## src/rtl/scfp_pkg.sv

```systemverilog
// ----------------------------------------------------------------------------
// Serial command frame parser package
// Types and constants shared by the parser core and the top level.
// ----------------------------------------------------------------------------
package scfp_pkg;

   localparam int BYTE_W    = 8;
   localparam int PAYLOAD_W = 48;
   localparam int CSR_IDX_W = 3;

   typedef enum logic [CSR_IDX_W-1:0] {
      CSR_HEADER_FIRST  = 3'd0,
      CSR_HEADER_SECOND = 3'd1,
      CSR_TYPE_VELOCITY = 3'd2,
      CSR_TYPE_GAINS    = 3'd3,
      CSR_TYPE_SETTINGS = 3'd4
   } csr_idx_type;

   typedef enum logic [2:0] {
      PH_HEAD1 = 3'd0,
      PH_HEAD2 = 3'd1,
      PH_SIZE  = 3'd2,
      PH_TYPE  = 3'd3,
      PH_DATA  = 3'd4,
      PH_CHECK = 3'd5
   } phase_type;

   typedef enum logic [1:0] {
      KIND_VEL  = 2'd0,
      KIND_GAIN = 2'd1,
      KIND_SET  = 2'd2
   } kind_type;

   typedef struct packed {
      logic [BYTE_W-1:0] header_first;
      logic [BYTE_W-1:0] header_second;
      logic [BYTE_W-1:0] type_velocity;
      logic [BYTE_W-1:0] type_gains;
      logic [BYTE_W-1:0] type_settings;
   } cfg_type;

   typedef struct packed {
      logic                 valid;
      logic                 kind;
      logic [PAYLOAD_W-1:0] payload;
   } result_type;

endpackage

```

## src/rtl/scfp_parser.sv

```systemverilog
// ----------------------------------------------------------------------------
// Frame parser core
// Byte-at-a-time frame state machine with running checksum; flags a good
// velocity or gain frame on the byte that carries its checksum.
// ----------------------------------------------------------------------------
module scfp_parser #(
   parameter int PAYLOAD_BYTES = 6
) (
   input  logic                             clock,
   input  logic                             reset,
   input  logic                             byte_valid,
   input  logic [scfp_pkg::BYTE_W-1:0]      rx_byte,
   input  scfp_pkg::cfg_type                cfg,
   output scfp_pkg::result_type             result
);
   import scfp_pkg::*;

   localparam int CNT_W = (PAYLOAD_BYTES > 1) ? $clog2(PAYLOAD_BYTES) : 1;
   localparam logic [CNT_W-1:0] CNT_LAST = CNT_W'(PAYLOAD_BYTES - 1);

   phase_type            phase_ff,      phase_in;
   logic [BYTE_W-1:0]    sum_ff,        sum_in;
   kind_type             kind_ff,       kind_in;
   logic [PAYLOAD_W-1:0] payload_ff,    payload_in;
   logic [CNT_W-1:0]     bytes_seen_ff, bytes_seen_in;
   logic [BYTE_W-1:0]    sum_add;

   assign sum_add = sum_ff + rx_byte;

   always_comb begin
      phase_in      = phase_ff;
      sum_in        = sum_ff;
      kind_in       = kind_ff;
      payload_in    = payload_ff;
      bytes_seen_in = bytes_seen_ff;
      result        = '0;
      result.kind   = (kind_ff == KIND_GAIN);
      result.payload = payload_ff;
      if (byte_valid) begin
         unique case (phase_ff)
            PH_HEAD1: begin
               if (rx_byte == cfg.header_first) begin
                  sum_in   = rx_byte;
                  phase_in = PH_HEAD2;
               end
            end
            PH_HEAD2: begin
               // a miss is not retried as a first header
               if (rx_byte == cfg.header_second) begin
                  sum_in   = sum_add;
                  phase_in = PH_SIZE;
               end else begin
                  phase_in = PH_HEAD1;
               end
            end
            PH_SIZE: begin
               sum_in   = sum_add;
               phase_in = PH_TYPE;
            end
            PH_TYPE: begin
               sum_in        = sum_add;
               payload_in    = '0;
               bytes_seen_in = '0;
               phase_in      = PH_DATA;
               priority if (rx_byte == cfg.type_velocity) begin
                  kind_in = KIND_VEL;
               end else if (rx_byte == cfg.type_gains) begin
                  kind_in = KIND_GAIN;
               end else if (rx_byte == cfg.type_settings) begin
                  kind_in = KIND_SET;
               end else begin
                  phase_in = PH_HEAD1;
               end
            end
            PH_DATA: begin
               sum_in     = sum_add;
               payload_in = {payload_ff[PAYLOAD_W-BYTE_W-1:0], rx_byte};
               if (bytes_seen_ff == CNT_LAST) begin
                  bytes_seen_in = '0;
                  // settings frames carry no checksum byte here
                  phase_in = (kind_ff == KIND_SET) ? PH_HEAD1 : PH_CHECK;
               end else begin
                  bytes_seen_in = bytes_seen_ff + 1'b1;
               end
            end
            PH_CHECK: begin
               result.valid = (rx_byte == sum_ff) && (kind_ff != KIND_SET);
               phase_in     = PH_HEAD1;
            end
            default: begin
               phase_in = PH_HEAD1;
            end
         endcase
      end
   end

   always_ff @(posedge clock) begin
      if (reset) begin
         phase_ff      <= PH_HEAD1;
         kind_ff       <= KIND_VEL;
         bytes_seen_ff <= '0;
      end else begin
         phase_ff      <= phase_in;
         kind_ff       <= kind_in;
         bytes_seen_ff <= bytes_seen_in;
      end
   end

   always_ff @(posedge clock) begin
      sum_ff     <= sum_in;
      payload_ff <= payload_in;
   end

endmodule

```

## src/rtl/serial_command_frame_parser.sv

```systemverilog
// ----------------------------------------------------------------------------
// Serial command frame parser
// Recognises header/size/type/payload/checksum command frames in a byte
// stream and emits the kind and payload of every good velocity or gain frame.
// ----------------------------------------------------------------------------
// One byte is taken per clock while req_tready is high. The frame state
// machine and checksum update on the accepting edge, and a good checksum byte
// loads its result on that same edge into the output register, so rsp_tvalid
// rises in the next cycle, or, if that register is still full, into a skid
// stage behind it. req_tready only drops when both hold results that the sink
// has not taken. Results are at least PAYLOAD_BYTES + 5 bytes apart (eleven by
// default), so a sink that keeps up with one result per frame never stalls
// the input. Configuration writes take effect on the next byte.
module serial_command_frame_parser #(
   parameter int PAYLOAD_BYTES = 6
) (
   input  logic                              clock,
   input  logic                              reset,
   // slave side: [7:0] rx_byte
   input  logic                              req_tvalid,
   output logic                              req_tready,
   input  logic [7:0]                        req_tdata,
   // master side: [47:0] payload
   output logic                              rsp_tvalid,
   input  logic                              rsp_tready,
   output logic [scfp_pkg::PAYLOAD_W-1:0]    rsp_tdata,
   // master side: [0] frame_kind
   output logic [0:0]                        rsp_tuser,
   input  logic                              csr_wen,
   input  logic [scfp_pkg::CSR_IDX_W-1:0]    csr_index,
   input  logic [scfp_pkg::BYTE_W-1:0]       csr_wdata
);
   import scfp_pkg::*;

   cfg_type              cfg_ff,        cfg_in;
   result_type           result;
   logic                 main_valid_ff, main_valid_in;
   logic                 skid_valid_ff, skid_valid_in;
   logic                 main_kind_ff,  main_kind_in;
   logic                 skid_kind_ff,  skid_kind_in;
   logic [PAYLOAD_W-1:0] main_data_ff,  main_data_in;
   logic [PAYLOAD_W-1:0] skid_data_ff,  skid_data_in;
   logic                 accept;

   assign req_tready = !skid_valid_ff;
   assign accept     = req_tvalid && req_tready;

   always_comb begin
      cfg_in = cfg_ff;
      if (csr_wen) begin
         unique case (csr_index)
            CSR_HEADER_FIRST:  cfg_in.header_first  = csr_wdata;
            CSR_HEADER_SECOND: cfg_in.header_second = csr_wdata;
            CSR_TYPE_VELOCITY: cfg_in.type_velocity = csr_wdata;
            CSR_TYPE_GAINS:    cfg_in.type_gains    = csr_wdata;
            CSR_TYPE_SETTINGS: cfg_in.type_settings = csr_wdata;
            default: ;
         endcase
      end
   end

   scfp_parser #(
      .PAYLOAD_BYTES (PAYLOAD_BYTES)
   ) u_parser (
      .clock      (clock),
      .reset      (reset),
      .byte_valid (accept),
      .rx_byte    (req_tdata),
      .cfg        (cfg_ff),
      .result     (result)
   );

   // output register with one skid entry behind it
   always_comb begin
      main_valid_in = main_valid_ff;
      main_kind_in  = main_kind_ff;
      main_data_in  = main_data_ff;
      skid_valid_in = skid_valid_ff;
      skid_kind_in  = skid_kind_ff;
      skid_data_in  = skid_data_ff;
      if (main_valid_ff && rsp_tready) begin
         main_valid_in = 1'b0;
      end
      if (!main_valid_in && skid_valid_ff) begin
         main_valid_in = 1'b1;
         main_kind_in  = skid_kind_ff;
         main_data_in  = skid_data_ff;
         skid_valid_in = 1'b0;
      end
      if (result.valid) begin
         if (!main_valid_in) begin
            main_valid_in = 1'b1;
            main_kind_in  = result.kind;
            main_data_in  = result.payload;
         end else begin
            skid_valid_in = 1'b1;
            skid_kind_in  = result.kind;
            skid_data_in  = result.payload;
         end
      end
   end

   always_ff @(posedge clock) begin
      if (reset) begin
         cfg_ff.header_first  <= 8'd170;
         cfg_ff.header_second <= 8'd85;
         cfg_ff.type_velocity <= 8'd1;
         cfg_ff.type_gains    <= 8'd2;
         cfg_ff.type_settings <= 8'd3;
         main_valid_ff        <= 1'b0;
         skid_valid_ff        <= 1'b0;
      end else begin
         cfg_ff               <= cfg_in;
         main_valid_ff        <= main_valid_in;
         skid_valid_ff        <= skid_valid_in;
      end
   end

   always_ff @(posedge clock) begin
      main_kind_ff <= main_kind_in;
      main_data_ff <= main_data_in;
      skid_kind_ff <= skid_kind_in;
      skid_data_ff <= skid_data_in;
   end

   assign rsp_tvalid   = main_valid_ff;
   assign rsp_tdata    = main_data_ff;
   assign rsp_tuser[0] = main_kind_ff;

endmodule

```

## config.mk

```make
export PLATFORM = sky130hd
export DESIGN_NAME = serial_command_frame_parser
export DESIGN_NICKNAME = d
export VERILOG_FILES = /design/src/rtl/scfp_pkg.sv /design/src/rtl/scfp_parser.sv /design/src/rtl/serial_command_frame_parser.sv
export SDC_FILE = /design/constraint.sdc
export NUM_CORES = 1
export LEC_CHECK = 0
export BUFFER_PORTS_ARGS = -buffer_cell sky130_fd_sc_hd__buf_4
export CAP_MARGIN = 20
export CELL_PAD_IN_SITES_DETAIL_PLACEMENT = 0
export CELL_PAD_IN_SITES_GLOBAL_PLACEMENT = 1
export CORE_MARGIN = 3
export CORE_UTILIZATION = 40
export CTS_CLUSTER_SIZE = 10
export DETAILED_ROUTE_END_ITERATION = 8
export PLACE_DENSITY_LB_ADDON = 0.1
export SETUP_SLACK_MARGIN = 0.1
export SLEW_MARGIN = 20
export SYNTH_ARGS = -nofsm -noshare
export SYNTH_HDL_FRONTEND = slang
export SYNTH_SLANG_ARGS = --single-unit
export TNS_END_PERCENT = 100
```

## constraint.sdc

```tcl
create_clock -name clock -period 5.5 [get_ports clock]
set_input_delay 0.825 -clock clock [delete_from_list [all_inputs] [get_ports clock]]
set_output_delay 0.825 -clock clock [all_outputs]
set_load 0.005 [all_outputs]
```

* Yosys cells after proc, flatten, opt, wreduce, memory -nomap -nowiden *
Cells that the tools add are included.

cells by class
  reduce and logical (&&, ||, !) cells = 22
  eq/ne operators = 22
  $mul = 0
  mux-type cells = 31
  add/sub/neg operators = 2
  bitwise operators = 0
  $lt $le $gt $ge = 0
  shifts and indexed selects = 0
  divide/modulo/power cells = 0

operators with widths
  kind                 number
  $mux 48              3
  $pmux 48 s2          1
  $eq 8x8->1           6
  $pmux 8 s3           1
  $mux 3               7
  $mux 8               2
  $pmux 3 s5           1
  $reduce_and 2->1     7
  $eq 3x2->1 const B   4
  $eq 3x3->1 const B   4
  $mux 1               11
  $add 8x8->8          1
  $mux 2               4
  $eq 3x1->1 const B   2
  $logic_not 3->1      2
  $ne 2x1->1 const B   3
  $pmux 3 s2           1
  $reduce_and 3->1     2
  $reduce_bool 3->1    2
  $logic_and 1x1->1    4
  $reduce_and 4->1     1
  $add 3x1->3 const B  1
  $reduce_or 3->1      1
  $eq 2x1->1 const B   1
  4 further kinds      5

word-level totals
  ROM bits = 0
  bits in writable memories = 0
  output and inout bits = 51
  register bits after elaboration = 204
  logic and storage cells = 93
  bits of input ports = 24
  memories kept = 0
  bits in latches = 0

* Depth between registers and ports, before layout *
  depth in word-level cells = 7
  gate-level depth with buffers = 9
  gate-level depth less buffers = 9

* By module *
A second synthesis with hierarchy kept.

second synthesis, totals
  cells, all modules = 770
  area, all modules = 8833.5 µm²

modules (own cells, without submodules)
  module                       cells an instance  times used  seq. area each (µm²)  area an instance (µm²)
  serial_command_frame_parser  480                1           3293.2                5412.7
  scfp_parser                  290                1           1841.8                3420.8

* Worst setup path before layout *
OpenSTA, ideal clock, no wires.

  kind = input to register
  start = input port req_tdata[3]
  end = register skid_data_ff[0] (enable)
  path buffers = 0
  arrival = 4193 ps
  required time = 5043 ps
  stages = 5
  slack = 850 ps
  cell sequence = ha_1 nor4_2 nand2_1 or4_1 nor2_1

on the way
  word-level cells in the longest chain between the ends = 5

ends and longest elaborated chain
  element                            line                                source
  start, declared                    serial_command_frame_parser.sv:22   input logic [7:0] req_tdata,
  $eq 8x8->1                         scfp_parser.sv:87                   result.valid = (rx_byte == sum_ff) && (kind_ff != KIND_SET);
  $logic_and 1x1->1                  scfp_parser.sv:87
  $mux 1                             scfp_parser.sv:40                   unique case (phase_ff)
  $mux 1                             scfp_parser.sv:39                   if (byte_valid) begin
  $reduce_and 2->1 (no source line)  -
  end signal, assigned               serial_command_frame_parser.sv:123  skid_data_ff <= skid_data_in;
  end, declared                      serial_command_frame_parser.sv:42   logic [PAYLOAD_W-1:0] skid_data_ff, skid_data_in;

Every way passes these cells.
A chain may end at the register's enable or synchronous reset.

* Final worst setup path *
  start = register u_parser.phase_ff[2]
  end = register skid_data_ff[42] (enable)

on the way
  word-level cells in the longest chain between the ends = 4

ends and longest elaborated chain
  element                            line                source
  start, declared                    scfp_parser.sv:21   phase_type phase_ff, phase_in;
  start signal, assigned             scfp_parser.sv:103  phase_ff <= phase_in;
  $eq 3x3->1                         scfp_parser.sv:40
  $mux 1                             scfp_parser.sv:40
  $mux 1                             scfp_parser.sv:39
  $reduce_and 2->1 (no source line)  -

Every way passes these cells.

==> flow_summary_export.csv <==
group,metric,value,unit
worst_hold_path,whs_path_depth,0,
timing,maxSlewHeadroom,0.298,
synth,synth_nets,785,
timing,finalMaxSlewViolations,0,
finish,layout_common_cells,"105 x edfxtp_1, 99 x dfxtp_1, 88 x nand2_1",
synth,synthFlopType,"edfxtp_1",
timing,period_needed,3100,ps
placement,dp_slack,1960,ps
finish,nets,842,
detailed_routing,wl,19000,um
finish,layout_commonest_cell,"edfxtp_1",
worst_hold_path,hold_class,"flop to flop",
critical_path,crit_type,"flop to flop",
clock_network,root_buffer,"clkbuf_16",
worst_hold_path,min-delay-start,"u_parser.payload_ff[44]",
synth,synth_seq_area_share,0.612,
critical_path,r2r_start,"u_parser.phase_ff[2]",
detailed_routing,drt_first_pass_iters,5,
timing,final-setup-viol-count,0,
critical_path,worstPathRequired,5640,ps
global_routing,grtUsageTotal,0.168,
placement,io_buffers,74,
global_routing,grt_pass1_wl,30100,um
synth,synthCells,753,
floorplan,die_y,151,um
floorplan,start_util,0.411,
clock_network,clockBufferDepth,3,
global_routing,grt_pass1_vias,5537,
finish,fillers,1928,
global_routing,grt_max_degree,99,
global_routing,grt-ovfl-total,0,
timing,fin_ws,2400,ps
finish,multi_input_area,3030,um2
power,vdd_drop_max,0.200,mV
timing,period_share,0.563,
clock_network,numClockSinks,204,
synth,async_reset_ff_frac,0,
synth,yosys.area_share.simple,0.155,
timing,max_freq,0.323,GHz
synth,synth_top_family_by_area,"simple AND/OR/NAND/NOR gates",
clock_network,hold_buffers,0,
detailed_routing,via_count,5507,
critical_path,rrSetupSlack,2400,ps
placement,dp_hpwl,12500,um
synth,synthXorXnorAreaFrac,0.0480,
timing,rsz0062_at_grt,"false",
synth,synth-warning-count,0,
floorplan,core_area,20400,um2
detailed_routing,vias_per_cell,5.02,
detailed_routing,ant_nets,0,
placement,gp_congestion,0.802,
critical_path,critPathCaptureType,"flop",
finish,seqCellArea,5130,um2
floorplan,die_w,151,um
synth,synth_fa_ha_area_frac,0.0128,
clock_network,cts_buffers,24,
critical_path,critPathMaxFanout,50,
detailed_routing,drc_errors,0,
synth,synth_edf_count,105,
floorplan,ioPinCount,75,
worst_hold_path,min_to,"skid_data_ff[44]",
outcome,status,"complete, no violations",
critical_path,startpoint_type,"flop",
floorplan,die_area,22700,um2
synth,synth_compound_area_frac,0.0753,
timing,worstMarginPinSlew,1050,ps
synth,yosys.cell_types.count,49,
finish,syn_to_final_growth,17.3,%
timing,fin_skew,6.82,ps
clock_network,cts.clk_slew.worst_paths,60,ps
finish,drive_above_1_share,0.141,
flow_run,maxCapViolCount,0,
critical_path,timing.rr.end,"skid_data_ff[42]",
clock_network,cts_resized,0,
synth,syn_area,8390,um2
clock_network,clk_latency,510,ps
synth,ys_ff_latch,204,
detailed_routing,post_drt_wl_per_cell,17.3,um
finish,antenna_cells,0,
clock_network,post-cts-setup-buffers,0,
synth,synth.area.mux_share,0.0670,
clock_network,htree_num_levels,1,
floorplan,rows,52,
detailed_routing,drt_iter0_drc,306,
synth,postSynthAreaPerCell,11.1,um2
timing,finalHoldViolCount,0,
critical_path,r2r_cells,5,
power,p_leak,4.11,nW
power,power.density,316,nW/um2
global_routing,grt_antenna_before_repair,0,
critical_path,worstPathArrival,3230,ps
timing,tns,0,ps
clock_network,cts_tree,"built",
==> state kept, by name (all words and copies together) (netlist names) <==
signal and flops:
u_parser.phase_ff 3, skid_kind_ff 1, u_parser.payload_ff 48, rsp_tdata 48, u_parser.kind_ff 2, rsp_tvalid 1, u_parser.sum_ff 8, u_parser.bytes_seen_ff 3
rsp_tuser 1, skid_valid_ff 1, cfg_ff 40, skid_data_ff 48
==> power breakdown <==
part           switching [mW]  internal (mW)
registers             0.00692           1.59
clock network           0.594          0.817
logic                  0.0567         0.0396
==> worst max-delay path by stage <==
| stage | slack [ps] | end | depth (start not counted) | start |
|---|---|---|---|---|
| after floorplan | 850 | skid_data_ff[0] | 5 | req_tdata[3] |
| after detailed placement | 1960 | skid_data_ff[37] | 7 | req_tdata[6] |
| after global routing | 2080 | rsp_tdata[47] | 6 | u_parser.phase_ff[2] |
| after CTS | 2380 | skid_data_ff[39] | 5 | u_parser.phase_ff[2] |
| final | 2400 | skid_data_ff[42] | 5 | u_parser.phase_ff[2] |
| after global placement | 2000 | skid_data_ff[43] | 7 | req_tdata[6] |
==> synth_stat cells, types with 2 or more instances <==
cell,count,share of area
or4_1,2,0.0018
nor2b_1,10,0.0075
clkbuf_1,32,0.014
buf_1,2,0.00090
o21ai_1,3,0.0018
and3_1,50,0.037
nor3b_1,2,0.0018
and2_1,3,0.0022
mux2i_1,55,0.066
nand2_1,90,0.040
xor2_1,29,0.030
edfxtp_1,105,0.38
a21oi_1,85,0.051
nand3b_1,9,0.0081
inv_1,8,0.0036
nand2b_1,3,0.0022
o21ai_0,11,0.0066
nand4_1,4,0.0030
buf_6,3,0.0040
nand3_1,5,0.0030
xnor2_1,17,0.018
nor3_1,4,0.0024
nor2_1,72,0.032
dfxtp_1,99,0.24
ha_1,7,0.010
a211o_1,4,0.0042
nor4_1,8,0.0060
buf_2,10,0.0060
==> cell families (layout without fill, tap and decap cells) <==
| family | after synthesis | count (layout) |
|---|---|---|
| and+or+nand+nor | 268 | 268 |
| DFF | 204 | 204 |
| AOI/OAI and AO/OA | 115 | 115 |
| muxes | 56 | 56 |
| buffers and inverters | 56 | 130 |
| xor gates and xnor gates | 46 | 46 |
| adders and majority gates | 8 | 8 |
==> routing by layer <==
metal  vias to the layer above  track usage  part of all wire
met2                       104        0.288              0.49
met3                        41       0.0296             0.041
met1                      2603        0.217              0.45
met5                         -            0                 0
met4                         0       0.0521             0.026
li1                       2759            -                 -
==> critical path, stage by stage, from the launching register on <==
cell and delay [ps]:
dfxtp_1 910, nor4b_2 390, nand2_1 80, or4_1 620
nor2_4 110, buf_4 550
==> per-stage QoR <==
step	power, mW	utilization	area [um2]	hold slack, ps	cells
floorplan	1.69	-	8390	427	753
global placement	1.73	0.446	9110	438	1053
detailed placement	1.73	0.446	9110	439	1053
CTS	3.14	0.480	9800	452	1096
global route	3.22	0.481	9840	467	1097
finish	3.11	0.481	9840	452	1097
==> layout make-up <==
class,instances,share of cell area
inverter,8,0.00305
multi-input combinational,493,0.308
clock inverter,2,0.00216
clock buffer,41,0.0675
timing repair buffer,79,0.0623
sequential,204,0.522
tap,270,0.0343
Power figures use the tool's default switching activity.
